## config.mk

```make
export PLATFORM = sky130hd
export DESIGN_NAME = hsv_to_rgb_converter_flat
export DESIGN_NICKNAME = d
export VERILOG_FILES = /design/src/rtl/hsv2rgb_pkg.sv /design/src/rtl/hsv2rgb_req_if.sv /design/src/rtl/hsv2rgb_rsp_if.sv /design/src/rtl/hsv2rgb_mix.sv /design/src/rtl/hsv_to_rgb_converter.sv /design/src/flat_wrapper.sv
export SDC_FILE = /design/constraint.sdc
export NUM_CORES = 1
export LEC_CHECK = 0
export BUFFER_PORTS_ARGS = -buffer_cell sky130_fd_sc_hd__clkbuf_2
export CAP_MARGIN = 20
export CORE_MARGIN = 1.5
export CORE_UTILIZATION = 30
export DETAILED_ROUTE_END_ITERATION = 16
export HOLD_SLACK_MARGIN = 0.05
export PLACE_DENSITY = 0.52
export SLEW_MARGIN = 10
export SYNTH_ARGS = -nofsm -noshare
export SYNTH_HDL_FRONTEND = slang
export SYNTH_HIERARCHICAL = 1
export SYNTH_SLANG_ARGS = --single-unit
```

## constraint.sdc

```tcl
create_clock -name clock -period 10.95 [get_ports clock]
set_input_delay 0.5475 -clock clock [delete_from_list [all_inputs] [get_ports clock]]
set_output_delay 0.5475 -clock clock [all_outputs]
set_load 0.03 [all_outputs]
```

## src/rtl/hsv2rgb_pkg.sv

```systemverilog
`timescale 1ns / 1ps
// ----------------------------------------------------------------------------
// hsv2rgb_pkg
// shared constants, types and helpers of the hsv to rgb converter
// ----------------------------------------------------------------------------
package hsv2rgb_pkg;

   // default number of fraction bits on the color channels
   localparam int FRACTION_BITS_DEF = 8;

   // register stages from input to output register
   localparam int PIPE_DEPTH = 7;

   // hue wrap: bias is a multiple of 360 that makes any 16 bit hue positive
   localparam int unsigned HUE_FULL   = 360;
   localparam int unsigned HUE_BIAS   = 33120;
   localparam int unsigned HUE_RECIP  = 46603;   // floor(2^24 / 360)
   localparam int unsigned HUE_SHIFT  = 24;

   // percent to byte: floor(255 * p / 100) = (p * 255 * 5243) >> 19
   localparam int unsigned PCT_MAX    = 100;
   localparam int unsigned PCT_SCALE  = 1336965;
   localparam int unsigned PCT_SHIFT  = 19;

   // ceil(x / 255) = ((x + 254) * 65794) >> 24 for x below 2^16
   localparam int unsigned BYTE_ROUND = 254;
   localparam int unsigned BYTE_RECIP = 65794;
   localparam int unsigned BYTE_SHIFT = 24;

   // degrees per sector
   localparam int unsigned SECT_DEG   = 60;

   // sector code: channel holding max, channel ramping and its direction
   typedef enum logic [2:0] {
      SEC_R_G_UP = 3'd0,
      SEC_G_R_DN = 3'd1,
      SEC_G_B_UP = 3'd2,
      SEC_B_G_DN = 3'd3,
      SEC_B_R_UP = 3'd4,
      SEC_R_B_DN = 3'd5
   } sector_type;

   // control handed to the channel mixer
   typedef struct packed {
      sector_type  sector;
      logic [7:0]  max_lvl;
      logic [7:0]  min_lvl;
   } mix_ctl_type;

   // clamp a signed percent to 0..100
   function automatic logic [6:0] pct_clamp(input logic signed [7:0] p);
      logic [6:0] r;
      if (p < 8'sd0) begin
         r = 7'd0;
      end else if (p > $signed(8'(PCT_MAX))) begin
         r = 7'(PCT_MAX);
      end else begin
         r = p[6:0];
      end
      return r;
   endfunction

   // sectors where the ramp falls from max to min
   function automatic logic is_falling(input sector_type s);
      logic r;
      case (s)
         SEC_G_R_DN: r = 1'b1;
         SEC_B_G_DN: r = 1'b1;
         SEC_R_B_DN: r = 1'b1;
         default:    r = 1'b0;
      endcase
      return r;
   endfunction

endpackage

```

## src/rtl/hsv2rgb_req_if.sv

```systemverilog
`timescale 1ns / 1ps
// ----------------------------------------------------------------------------
// hsv2rgb_req_if
// input channel of the converter: one hsv color plus alpha per item
// ----------------------------------------------------------------------------
interface hsv2rgb_req_if;
   logic               valid;
   logic               ready;
   logic signed [15:0] hue;
   logic signed [7:0]  saturation;
   logic signed [7:0]  brightness;
   logic [7:0]         alpha_in;

   modport source (output valid, hue, saturation, brightness, alpha_in, input ready);
   modport sink   (input valid, hue, saturation, brightness, alpha_in, output ready);
endinterface

```

## src/rtl/hsv2rgb_rsp_if.sv

```systemverilog
`timescale 1ns / 1ps
// ----------------------------------------------------------------------------
// hsv2rgb_rsp_if
// result channel of the converter: one rgb color plus alpha per item
// ----------------------------------------------------------------------------
interface hsv2rgb_rsp_if;
   logic        valid;
   logic        ready;
   logic [15:0] red;
   logic [15:0] green;
   logic [15:0] blue;
   logic [7:0]  alpha_out;

   modport source (output valid, red, green, blue, alpha_out, input ready);
   modport sink   (input valid, red, green, blue, alpha_out, output ready);
endinterface

```

## src/rtl/hsv2rgb_mix.sv

```systemverilog
`timescale 1ns / 1ps
// ----------------------------------------------------------------------------
// hsv2rgb_mix
// builds the three fixed point channels from max, min and ramp by sector
// ----------------------------------------------------------------------------
module hsv2rgb_mix #(
   parameter int FRACTION_BITS = hsv2rgb_pkg::FRACTION_BITS_DEF
) (
   input  hsv2rgb_pkg::mix_ctl_type       ctl,
   input  logic [8+FRACTION_BITS-1:0]     ramp_frac,
   output logic [15:0]                    red,
   output logic [15:0]                    green,
   output logic [15:0]                    blue
);

   localparam int LW = 8 + FRACTION_BITS;

   function automatic logic [15:0] sat16(input logic [LW-1:0] x);
      logic [LW+15:0] w;
      w = (LW+16)'(x);
      return (w > (LW+16)'(16'hFFFF)) ? 16'hFFFF : w[15:0];
   endfunction

   logic [LW-1:0] max_fx;
   logic [LW-1:0] min_fx;
   logic [15:0]   max_ch;
   logic [15:0]   min_ch;
   logic [15:0]   ramp_ch;

   // ramp never exceeds the max level, so LW bits hold the sum
   assign max_fx  = LW'(ctl.max_lvl) << FRACTION_BITS;
   assign min_fx  = LW'(ctl.min_lvl) << FRACTION_BITS;
   assign max_ch  = sat16(max_fx);
   assign min_ch  = sat16(min_fx);
   assign ramp_ch = sat16(min_fx + ramp_frac);

   always_comb begin
      case (ctl.sector)
         hsv2rgb_pkg::SEC_R_G_UP: begin
            red = max_ch;  green = ramp_ch; blue = min_ch;
         end
         hsv2rgb_pkg::SEC_G_R_DN: begin
            red = ramp_ch; green = max_ch;  blue = min_ch;
         end
         hsv2rgb_pkg::SEC_G_B_UP: begin
            red = min_ch;  green = max_ch;  blue = ramp_ch;
         end
         hsv2rgb_pkg::SEC_B_G_DN: begin
            red = min_ch;  green = ramp_ch; blue = max_ch;
         end
         hsv2rgb_pkg::SEC_B_R_UP: begin
            red = ramp_ch; green = min_ch;  blue = max_ch;
         end
         default: begin
            red = max_ch;  green = min_ch;  blue = ramp_ch;
         end
      endcase
   end

endmodule

```

## src/rtl/hsv_to_rgb_converter.sv

```systemverilog
`timescale 1ns / 1ps
// ----------------------------------------------------------------------------
// hsv_to_rgb_converter
// hsv plus alpha to rgb plus alpha, channels in fixed point on a 0..255 scale
// ----------------------------------------------------------------------------
// throughput: one item per cycle with no backpressure; each of the 7 register
//   stages takes a new item whenever it is empty or its successor moves, so
//   bubbles close up
// reset: synchronous, clears the stage valid bits only; payload is not reset
module hsv_to_rgb_converter #(
   parameter int FRACTION_BITS = hsv2rgb_pkg::FRACTION_BITS_DEF
) (
   input  logic                 clock,
   input  logic                 reset,
   hsv2rgb_req_if.sink          req_chan,
   hsv2rgb_rsp_if.source        rsp_chan
);

   localparam int DEPTH = hsv2rgb_pkg::PIPE_DEPTH;
   localparam int LW    = 8 + FRACTION_BITS;      // channel value before saturation
   localparam int XW    = 14 + FRACTION_BITS;     // span scaled by the fraction
   localparam int K     = XW + 6;                 // reciprocal shift for / 60
   localparam int MW    = K - 5;                  // reciprocal width
   localparam logic [MW-1:0] DIV60_M = MW'(((64'd1 << K) + 64'd59) / 64'd60);

   // ------------------------------------------------------------------
   // stage valid bits and the advance chain
   // ------------------------------------------------------------------
   logic [DEPTH:1] vld_ff;
   logic [DEPTH:1] vld_in;
   logic [DEPTH:1] adv;

   // a stage loads when it is empty or its contents move on
   always_comb begin
      adv[DEPTH] = !vld_ff[DEPTH] || rsp_chan.ready;
      for (int k = DEPTH - 1; k >= 1; k--) begin
         adv[k] = !vld_ff[k] || adv[k+1];
      end
   end

   assign vld_in = {vld_ff[DEPTH-1:1], req_chan.valid};

   always_ff @(posedge clock) begin
      if (reset) begin
         vld_ff <= '0;
      end else begin
         for (int k = 1; k <= DEPTH; k++) begin
            if (adv[k]) begin
               vld_ff[k] <= vld_in[k];
            end
         end
      end
   end

   assign req_chan.ready = adv[1];

   // ------------------------------------------------------------------
   // stage 1: bias hue positive, clamp percentages
   // ------------------------------------------------------------------
   logic [16:0] s1_hue_ff,   s1_hue_in;
   logic [6:0]  s1_sat_ff,   s1_sat_in;
   logic [6:0]  s1_val_ff,   s1_val_in;
   logic [7:0]  s1_alpha_ff;

   // true sum lies in 352..65887, so modulo 2^17 arithmetic is exact
   assign s1_hue_in = {req_chan.hue[15], req_chan.hue} + 17'(hsv2rgb_pkg::HUE_BIAS);
   assign s1_sat_in = hsv2rgb_pkg::pct_clamp(req_chan.saturation);
   assign s1_val_in = hsv2rgb_pkg::pct_clamp(req_chan.brightness);

   always_ff @(posedge clock) begin
      if (adv[1]) begin
         s1_hue_ff   <= s1_hue_in;
         s1_sat_ff   <= s1_sat_in;
         s1_val_ff   <= s1_val_in;
         s1_alpha_ff <= req_chan.alpha_in;
      end
   end

   // ------------------------------------------------------------------
   // stage 2: estimate hue / 360, scale percentages to bytes
   // ------------------------------------------------------------------
   logic [32:0] hue_prod;
   logic [27:0] sat_prod;
   logic [27:0] val_prod;
   logic [7:0]  s2_hq_ff;
   logic [16:0] s2_hue_ff;
   logic [7:0]  s2_sat_ff;
   logic [7:0]  s2_max_ff;
   logic [7:0]  s2_alpha_ff;

   // quotient estimate is exact or one low
   assign hue_prod = 33'(s1_hue_ff) * 33'(hsv2rgb_pkg::HUE_RECIP);
   assign sat_prod = 28'(s1_sat_ff) * 28'(hsv2rgb_pkg::PCT_SCALE);
   assign val_prod = 28'(s1_val_ff) * 28'(hsv2rgb_pkg::PCT_SCALE);

   always_ff @(posedge clock) begin
      if (adv[2]) begin
         s2_hq_ff    <= hue_prod[hsv2rgb_pkg::HUE_SHIFT +: 8];
         s2_hue_ff   <= s1_hue_ff;
         s2_sat_ff   <= sat_prod[hsv2rgb_pkg::PCT_SHIFT +: 8];
         s2_max_ff   <= val_prod[hsv2rgb_pkg::PCT_SHIFT +: 8];
         s2_alpha_ff <= s1_alpha_ff;
      end
   end

   // ------------------------------------------------------------------
   // stage 3: hue remainder with one correction, s * max product
   // ------------------------------------------------------------------
   logic [16:0] hq_mul;
   logic [16:0] hue_rem;
   logic [8:0]  s3_hue_ff,   s3_hue_in;
   logic [15:0] s3_prod_ff,  s3_prod_in;
   logic [7:0]  s3_max_ff;
   logic [7:0]  s3_alpha_ff;

   assign hq_mul     = 17'(s2_hq_ff) * 17'(hsv2rgb_pkg::HUE_FULL);
   assign hue_rem    = s2_hue_ff - hq_mul;           // below 720
   assign s3_hue_in  = (hue_rem >= 17'(hsv2rgb_pkg::HUE_FULL))
                     ? 9'(hue_rem - 17'(hsv2rgb_pkg::HUE_FULL)) : 9'(hue_rem);
   assign s3_prod_in = 16'(s2_sat_ff) * 16'(s2_max_ff);

   always_ff @(posedge clock) begin
      if (adv[3]) begin
         s3_hue_ff   <= s3_hue_in;
         s3_prod_ff  <= s3_prod_in;
         s3_max_ff   <= s2_max_ff;
         s3_alpha_ff <= s2_alpha_ff;
      end
   end

   // ------------------------------------------------------------------
   // stage 4: min = max - ceil(s * max / 255), sector and offset
   // ------------------------------------------------------------------
   logic [16:0] ceil_num;
   logic [33:0] ceil_prod;
   logic [7:0]  ceil_q;
   logic [8:0]  sect_base;
   hsv2rgb_pkg::sector_type s4_sector_ff, s4_sector_in;
   logic [5:0]  s4_off_ff,   s4_off_in;
   logic [7:0]  s4_max_ff;
   logic [7:0]  s4_min_ff,   s4_min_in;
   logic [7:0]  s4_alpha_ff;

   assign ceil_num  = 17'(s3_prod_ff) + 17'(hsv2rgb_pkg::BYTE_ROUND);
   assign ceil_prod = 34'(ceil_num) * 34'(hsv2rgb_pkg::BYTE_RECIP);
   assign ceil_q    = ceil_prod[hsv2rgb_pkg::BYTE_SHIFT +: 8];
   assign s4_min_in = s3_max_ff - ceil_q;

   // exact multiples of 60 fall in the upper sector with zero offset
   always_comb begin
      if (s3_hue_ff >= 9'(5 * hsv2rgb_pkg::SECT_DEG)) begin
         s4_sector_in = hsv2rgb_pkg::SEC_R_B_DN;
         sect_base    = 9'(5 * hsv2rgb_pkg::SECT_DEG);
      end else if (s3_hue_ff >= 9'(4 * hsv2rgb_pkg::SECT_DEG)) begin
         s4_sector_in = hsv2rgb_pkg::SEC_B_R_UP;
         sect_base    = 9'(4 * hsv2rgb_pkg::SECT_DEG);
      end else if (s3_hue_ff >= 9'(3 * hsv2rgb_pkg::SECT_DEG)) begin
         s4_sector_in = hsv2rgb_pkg::SEC_B_G_DN;
         sect_base    = 9'(3 * hsv2rgb_pkg::SECT_DEG);
      end else if (s3_hue_ff >= 9'(2 * hsv2rgb_pkg::SECT_DEG)) begin
         s4_sector_in = hsv2rgb_pkg::SEC_G_B_UP;
         sect_base    = 9'(2 * hsv2rgb_pkg::SECT_DEG);
      end else if (s3_hue_ff >= 9'(hsv2rgb_pkg::SECT_DEG)) begin
         s4_sector_in = hsv2rgb_pkg::SEC_G_R_DN;
         sect_base    = 9'(hsv2rgb_pkg::SECT_DEG);
      end else begin
         s4_sector_in = hsv2rgb_pkg::SEC_R_G_UP;
         sect_base    = 9'd0;
      end
   end

   assign s4_off_in = 6'(s3_hue_ff - sect_base);

   always_ff @(posedge clock) begin
      if (adv[4]) begin
         s4_sector_ff <= s4_sector_in;
         s4_off_ff    <= s4_off_in;
         s4_max_ff    <= s3_max_ff;
         s4_min_ff    <= s4_min_in;
         s4_alpha_ff  <= s3_alpha_ff;
      end
   end

   // ------------------------------------------------------------------
   // stage 5: ramp span = offset * (max - min), offset mirrored when falling
   // ------------------------------------------------------------------
   logic [5:0]  ramp_off;
   logic [7:0]  lvl_diff;
   logic [13:0] s5_span_ff,  s5_span_in;
   hsv2rgb_pkg::sector_type s5_sector_ff;
   logic [7:0]  s5_max_ff;
   logic [7:0]  s5_min_ff;
   logic [7:0]  s5_alpha_ff;

   assign ramp_off   = hsv2rgb_pkg::is_falling(s4_sector_ff)
                     ? 6'(hsv2rgb_pkg::SECT_DEG) - s4_off_ff : s4_off_ff;
   assign lvl_diff   = s4_max_ff - s4_min_ff;
   assign s5_span_in = 14'(ramp_off) * 14'(lvl_diff);

   always_ff @(posedge clock) begin
      if (adv[5]) begin
         s5_span_ff   <= s5_span_in;
         s5_sector_ff <= s4_sector_ff;
         s5_max_ff    <= s4_max_ff;
         s5_min_ff    <= s4_min_ff;
         s5_alpha_ff  <= s4_alpha_ff;
      end
   end

   // ------------------------------------------------------------------
   // stage 6: floor((span << fraction) / 60) by reciprocal
   // ------------------------------------------------------------------
   logic [XW-1:0]      span_fx;
   logic [XW+MW-1:0]   div_prod;
   logic [LW-1:0]      s6_frac_ff;
   hsv2rgb_pkg::mix_ctl_type s6_ctl_ff;
   logic [7:0]         s6_alpha_ff;

   // reciprocal error stays below one part in 60 of the span range
   assign span_fx  = XW'(s5_span_ff) << FRACTION_BITS;
   assign div_prod = (XW+MW)'(span_fx) * (XW+MW)'(DIV60_M);

   always_ff @(posedge clock) begin
      if (adv[6]) begin
         s6_frac_ff        <= div_prod[K +: LW];
         s6_ctl_ff.sector  <= s5_sector_ff;
         s6_ctl_ff.max_lvl <= s5_max_ff;
         s6_ctl_ff.min_lvl <= s5_min_ff;
         s6_alpha_ff       <= s5_alpha_ff;
      end
   end

   // ------------------------------------------------------------------
   // stage 7: place max, min and ramp on the channels, output register
   // ------------------------------------------------------------------
   logic [15:0] mix_red;
   logic [15:0] mix_green;
   logic [15:0] mix_blue;
   logic [15:0] s7_red_ff;
   logic [15:0] s7_green_ff;
   logic [15:0] s7_blue_ff;
   logic [7:0]  s7_alpha_ff;

   hsv2rgb_mix #(
      .FRACTION_BITS (FRACTION_BITS)
   ) u_mix (
      .ctl       (s6_ctl_ff),
      .ramp_frac (s6_frac_ff),
      .red       (mix_red),
      .green     (mix_green),
      .blue      (mix_blue)
   );

   always_ff @(posedge clock) begin
      if (adv[7]) begin
         s7_red_ff   <= mix_red;
         s7_green_ff <= mix_green;
         s7_blue_ff  <= mix_blue;
         s7_alpha_ff <= s6_alpha_ff;
      end
   end

   assign rsp_chan.valid     = vld_ff[DEPTH];
   assign rsp_chan.red       = s7_red_ff;
   assign rsp_chan.green     = s7_green_ff;
   assign rsp_chan.blue      = s7_blue_ff;
   assign rsp_chan.alpha_out = s7_alpha_ff;

endmodule

```

## src/flat_wrapper.sv

```systemverilog
// flat-port wrapper written by rule: the top's interface ports become plain ports
module hsv_to_rgb_converter_flat 
#(
   parameter int FRACTION_BITS = hsv2rgb_pkg::FRACTION_BITS_DEF
)
  (clock, reset, req_chan_valid, req_chan_hue, req_chan_saturation, req_chan_brightness, req_chan_alpha_in, req_chan_ready, rsp_chan_valid, rsp_chan_red, rsp_chan_green, rsp_chan_blue, rsp_chan_alpha_out, rsp_chan_ready);
  hsv2rgb_req_if req_chan_i ();
  hsv2rgb_rsp_if rsp_chan_i ();
  input  logic clock;
  input  logic reset;
  input wire logic [$bits(req_chan_i.valid)-1:0] req_chan_valid;
  input wire logic [$bits(req_chan_i.hue)-1:0] req_chan_hue;
  input wire logic [$bits(req_chan_i.saturation)-1:0] req_chan_saturation;
  input wire logic [$bits(req_chan_i.brightness)-1:0] req_chan_brightness;
  input wire logic [$bits(req_chan_i.alpha_in)-1:0] req_chan_alpha_in;
  output wire logic [$bits(req_chan_i.ready)-1:0] req_chan_ready;
  output wire logic [$bits(rsp_chan_i.valid)-1:0] rsp_chan_valid;
  output wire logic [$bits(rsp_chan_i.red)-1:0] rsp_chan_red;
  output wire logic [$bits(rsp_chan_i.green)-1:0] rsp_chan_green;
  output wire logic [$bits(rsp_chan_i.blue)-1:0] rsp_chan_blue;
  output wire logic [$bits(rsp_chan_i.alpha_out)-1:0] rsp_chan_alpha_out;
  input wire logic [$bits(rsp_chan_i.ready)-1:0] rsp_chan_ready;
  assign req_chan_i.valid = req_chan_valid;
  assign req_chan_i.hue = req_chan_hue;
  assign req_chan_i.saturation = req_chan_saturation;
  assign req_chan_i.brightness = req_chan_brightness;
  assign req_chan_i.alpha_in = req_chan_alpha_in;
  assign req_chan_ready = req_chan_i.ready;
  assign rsp_chan_valid = rsp_chan_i.valid;
  assign rsp_chan_red = rsp_chan_i.red;
  assign rsp_chan_green = rsp_chan_i.green;
  assign rsp_chan_blue = rsp_chan_i.blue;
  assign rsp_chan_alpha_out = rsp_chan_i.alpha_out;
  assign rsp_chan_i.ready = rsp_chan_ready;
  hsv_to_rgb_converter #(.FRACTION_BITS(FRACTION_BITS)) u_core (.clock(clock), .reset(reset), .req_chan(req_chan_i), .rsp_chan(rsp_chan_i));
endmodule
```

Word level (Yosys, flattened, before mapping)

Cells that the tools add are included.

$add $sub $neg: 9
$mul: 8
Div/mod/pow operators: 0
Magnitude comparators: 10
Equal/unequal tests: 7
Shift operators: 0
Mux-type cells: 17
Bitwise operators: 0
Reduce and logical (&&, ||, !) cells: 25

Operator list:

| operator                                                            | count |
|---|---|
| one-hot mux 16 bit (2 select lines)                                 | 3 |
| multiplier 7 x 21 -> 27 bit (second input constant)                 | 2 |
| multiplier 14 x 23 -> 36 bit (second input constant)                | 1 |
| 2-to-1 mux 6 bit                                                    | 6 |
| multiplier 17 x 16 -> 32 bit (second input constant)                | 1 |
| multiplier 17 x 16 -> 31 bit (second input constant)                | 1 |
| greater-or-equal comparator 9 x 8 -> 1 bit (second input constant)  | 2 |
| OR reduction 2 bit                                                  | 9 |
| adder 16 x 8 -> 17 bit (second input constant)                      | 1 |
| adder 17 x 16 -> 17 bit (second input constant)                     | 1 |
| greater-or-equal comparator 17 x 9 -> 1 bit (second input constant) | 1 |
| subtractor 17 bit                                                   | 1 |
| adder 16 bit                                                        | 1 |
| > comparator 8 bit (second input constant)                          | 2 |
| < comparator 8 x 1 -> 1 bit (second input constant)                 | 2 |
| multiplier 8 x 8 -> 16 bit                                          | 1 |
| subtractor 8 bit                                                    | 2 |
| multiplier 6 x 8 -> 14 bit                                          | 1 |
| multiplier 8 x 6 -> 14 bit (second input constant)                  | 1 |
| 2-to-1 mux 7 bit                                                    | 2 |
| equality test 3 x 2 -> 1 bit (second input constant)                | 3 |
| greater-or-equal comparator 9 x 6 -> 1 bit (second input constant)  | 1 |
| greater-or-equal comparator 9 x 7 -> 1 bit (second input constant)  | 1 |
| greater-or-equal comparator 9 bit (second input constant)           | 1 |
| 12 further kinds                                                    | 29 |

Register bits after elaboration: 309
Bits in latches: 0
RAM bits: 0
Bits in read-only memories: 0
Output and inout port bits: 58
Memories kept: 0

Depth between registers and ports, before layout

Depth after elaboration: 8
Gate-level depth with buffers: 27

Cells and area by module

The synthesis kept the hierarchy.

By module, submodules not included:

| module               | times used | cells an instance | area an instance (µm²) |
|---|---|---|---|
| hsv_to_rgb_converter | 1          | 2255              | 26245.2 |
| hsv2rgb_mix          | 1          | 190               | 1183.6 |

Worst setup path after synthesis

OpenSTA, ideal clock, no wires.

Path kind: reg2reg
Start: register u_core.s3_prod_ff[5]
End: register u_core.s4_min_ff[7], data pin
Library setup time: 261 ps
Arrival: 5475 ps
Required time: 10689 ps
Slack: 5214 ps
Stages on the path, launching flop included: 24
Path buffers: 0
Period minus slack after synthesis: 5736 ps
Cell sequence: edfxtp_1 -> nor4_4 -> and4_1 -> nor2_1 -> xnor2_1 -> inv_1 -> ha_1 -> ha_1 -> ha_1 -> ha_1 -> ha_1 -> and4_1 -> a221o_1 -> a21oi_1 -> nand2_1 -> xnor2_1 -> ha_1 -> a21o_1 -> a21o_1 -> a21o_1 -> a21oi_1 -> o21ai_0 -> xnor2_1 -> xnor2_1

Cells in the longest elaborated chain, start to end: 3

RTL lines:

| element                      | line                        | RTL |
|---|---|---|
| start: declaration           | hsv_to_rgb_converter.sv:112 | `logic [15:0] s3_prod_ff, s3_prod_in;` |
| start signal: assignment     | hsv_to_rgb_converter.sv:125 | `s3_prod_ff <= s3_prod_in;` |
| adder 16 x 8 -> 17 bit       | hsv_to_rgb_converter.sv:144 | `assign ceil_num = 17'(s3_prod_ff) + 17'(hsv2rgb_pkg::BYTE_ROUND);` |
| multiplier 17 x 16 -> 31 bit | hsv_to_rgb_converter.sv:145 | `assign ceil_prod = 34'(ceil_num) * 34'(hsv2rgb_pkg::BYTE_RECIP);` |
| subtractor 8 bit             | hsv_to_rgb_converter.sv:147 | `assign s4_min_in = s3_max_ff - ceil_q;` |
| net u_core.s4_min_in[7]      | hsv_to_rgb_converter.sv:141 | `logic [7:0] s4_min_ff, s4_min_in;` |
| end signal: assignment       | hsv_to_rgb_converter.sv:179 | `s4_min_ff <= s4_min_in;` |
| end: declaration             | hsv_to_rgb_converter.sv:141 |  |

The timed path passes the listed nets, and every way through them passes these cells.
A chain may end at the register's enable or synchronous reset.

Final worst setup path

Ends and elaborated chain as after synthesis.

==> results.toml <==
[status]
status = "complete, no violations"

[sta]
period_share_pct = 56.44
setup_viol = 0
setup_tns_ns = 0
rsz0062_at_grt = "no"
fin_skew_ns = 0.02661
fmax_mhz = 161.8
min_period_ns = 6.180
setup_slack_ns = 4.770
final_max_slew_viol_count = 0
slew_headroom_pct = 29.63
tightest_slew_ns = 1.056
hold_viol_final = 0

[setup_path]
worstPathCellList = "nor4_4 > and4_1 > nor2_1 > xnor2_1 > inv_1 > ha_1 > ha_1 > ha_1 > ha_1 > ha_1 > and4_1 > a221o_1 > a21oi_1 > nand2_1 > xnor2_1 > ha_1 > a21o_1 > a21o_1 > a21o_1 > a21oi_1 > o21ai_0 > xnor2_1 > xnor2_1"
critPathMaxFanout = 4
slowest_stage = "edfxtp_1"
r2r_slack_ns = 4.77
endpoint_kind = "register"
critPathArrivalTime_ns = 6.47
worstSetupPathType = "reg -> reg"
worst-path-buf-inv = 1
start_kind = "register"
crit_family = "adder cells"
cpMostUsedCell = "ha_1"
cp.required_ns = 11.23
crit_path_max_incr_delay_ns = 0.46

[synthesis]
syn-cell-area_um2 = 27430
synth_flop_cell = "edfxtp_1"
post_synth_main_area_contributors = "edfxtp_1, ha_1, fa_1, inv_1, xnor2_1"
synth_area_per_cell_um2 = 11.22
ys_types = 86
synth_top_area_cell = "edfxtp_1"
yosysWarnings = 6
synth_top_area_share_pct = 33.06
syn_inst = 2445
ys_seq_area_share_pct = 33.57
yosysMostFrequentCell = "ha_1"
ys_ff_latch = 309
async_reset_ff_share_pct = 0
synthTopCellsByCount = "ha_1, inv_1, edfxtp_1"
synth_nets = 3193
synth_edf_count = 302

[detailed_routing]
dr.pass1.iters = 5
drt_first_iter_violations = 643
wl_um = 54760
wire_per_inst_um = 14.54
route.detailed.drc = 0
viasPerCell = 4.548
ant_nets = 0
num_vias = 17130

[floorplan]
die_y_um = 305.4
die_w_um = 305.4
coreArea_um2 = 90290
io_pins = 102
rows = 110
start_util_pct = 30.38
die-area_um2 = 93250

[clocking]
htreeDepth = 2
cts_setup_buffers = 0
cts_buffers = 36
clk_pin_slew_ns = 0.05
postCtsHoldBufs = 0
post_cts_resized = 0
insertion_delay_ns = 0.56
cts_sinks = 309
cts_buffer_depth = 3
cts_tree = "built"
cts-root-buf = "clkbuf_16"

[global_routing]
use_met3_pct = 1.768
use_met2_pct = 20.20
grt-ovfl-total = 0
antenna_found_initial = 0
grt_use_total_pct = 12.24
grt_pass1_wl_um = 92920
grt_use_met1_pct = 16.99
grt_pass1_vias = 17940
grt_max_degree = 57
grt.busiest_layer = "met2"

[layout]
insertedDiodeCount = 0
fill_cells = 9123
nNetsFinal = 3316
multi_input_area_um2 = 16580
synthToLayoutAreaGrowth_pct = 11.72
final_area_um2 = 30640
regArea_um2 = 9209
drive_gt1_share_pct = 7.799

[placed_design]
port_buffers = 101
place_hpwl_um = 44520
place_area_um2 = 29400
gp_congestion = 0.8008
pre_cts_ws_ns = 4.736

[run]
max_cap_violations = 0

[min_path]
holdCritPathClass = "in -> reg"
-- cell usage in the layout, fill, tap and decap left out, types with 9 or more instances in the layout --
cell type	count
and3_1	22
xnor2_1	88
nor3_1	16
edfxtp_1	302
xor2_1	49
nor2_1	91
and2_1	70
a21oi_1	104
nand2b_1	13
o21bai_1	12
inv_1	411
nand4_1	15
a211oi_1	9
nor3b_1	10
nand3_1	21
fa_1	199
a31oi_1	14
nor2b_1	35
o2111ai_1	10
o21ai_1	11
ha_1	505
or2_2	9
o21ai_0	59
clkbuf_16	36
o21a_1	11
clkbuf_2	101
mux2i_1	9
a21o_1	36
nand2_1	143
-- final timing paths --
path / cells after the start / end / startpoint
setup / recovery: 23 / u_core/s4_min_ff[7]$_DFFE_PP_ / u_core/s3_prod_ff[5]$_DFFE_PP_
hold reg to reg: 0 / u_core/s5_alpha_ff[5]$_DFFE_PP_ / u_core/s4_alpha_ff[5]$_DFFE_PP_
setup reg to reg: 23 / u_core/s4_min_ff[7]$_DFFE_PP_ / u_core/s3_prod_ff[5]$_DFFE_PP_
hold / removal: 1 / u_core/s1_alpha_ff[7]$_DFFE_PP_ / req_chan_alpha_in[7]
-- sequential cells by signal (all words and copies together) (netlist names), 9 cells and up --
register,flops
u_core/s5_span_ff,14
u_core/s6_ctl_ff,19
u_core/rsp_chan.green,16
u_core/rsp_chan.blue,16
u_core/s3_prod_ff,16
u_core/s6_frac_ff,16
u_core/s3_hue_ff,9
u_core/s1_hue_ff,17
u_core/rsp_chan.red,16
u_core/s2_hue_ff,17
-- cell families after synthesis --
logic type	Yosys count	share of synthesized area (%)
adder cells (fa/ha/maj)	704	37.56
AND/OR/NAND/NOR	485	9.119
buffers and inverters	439	6.030
AO/OA/AOI/OAI	357	8.717
flip-flops	309	33.57
XOR/XNOR	142	4.671
multiplexers	9	0.3285
-- area by class of cell --
cell class | count | area share, %
clock buffers | 39 | 2.976
clock inverters | 21 | 1.021
inverters | 413 | 5.059
multi-input cells | 1697 | 54.12
flip-flops and latches | 309 | 30.05
well taps | 1176 | 4.802
repair buffers | 111 | 1.976
-- metal layers --
metal	part of all wire, %	up-vias	wire (µm)
li1	-	8700	-
met5	0	-	0
met2	46	210	24930
met3	3.3	50	1785
met1	50	8167	27180
met4	1.6	0	868
-- metrics by stage --
| stage | util [%] | std cells | hold WS, ns |
|---|---|---|---|
| floorplan | - | 2445 | 0.4003 |
| global placement | 32.54 | 3704 | 0.4009 |
| detailed placement | 32.56 | 3705 | 0.4045 |
| CTS | 33.92 | 3765 | 0.1161 |
| global route | 33.94 | 3766 | 0.1323 |
| finish | 33.94 | 3766 | 0.1612 |
Power is left out: the tool's default activity adds up to more than one toggle a clock period on the data nets, which glitch-free logic cannot reach.
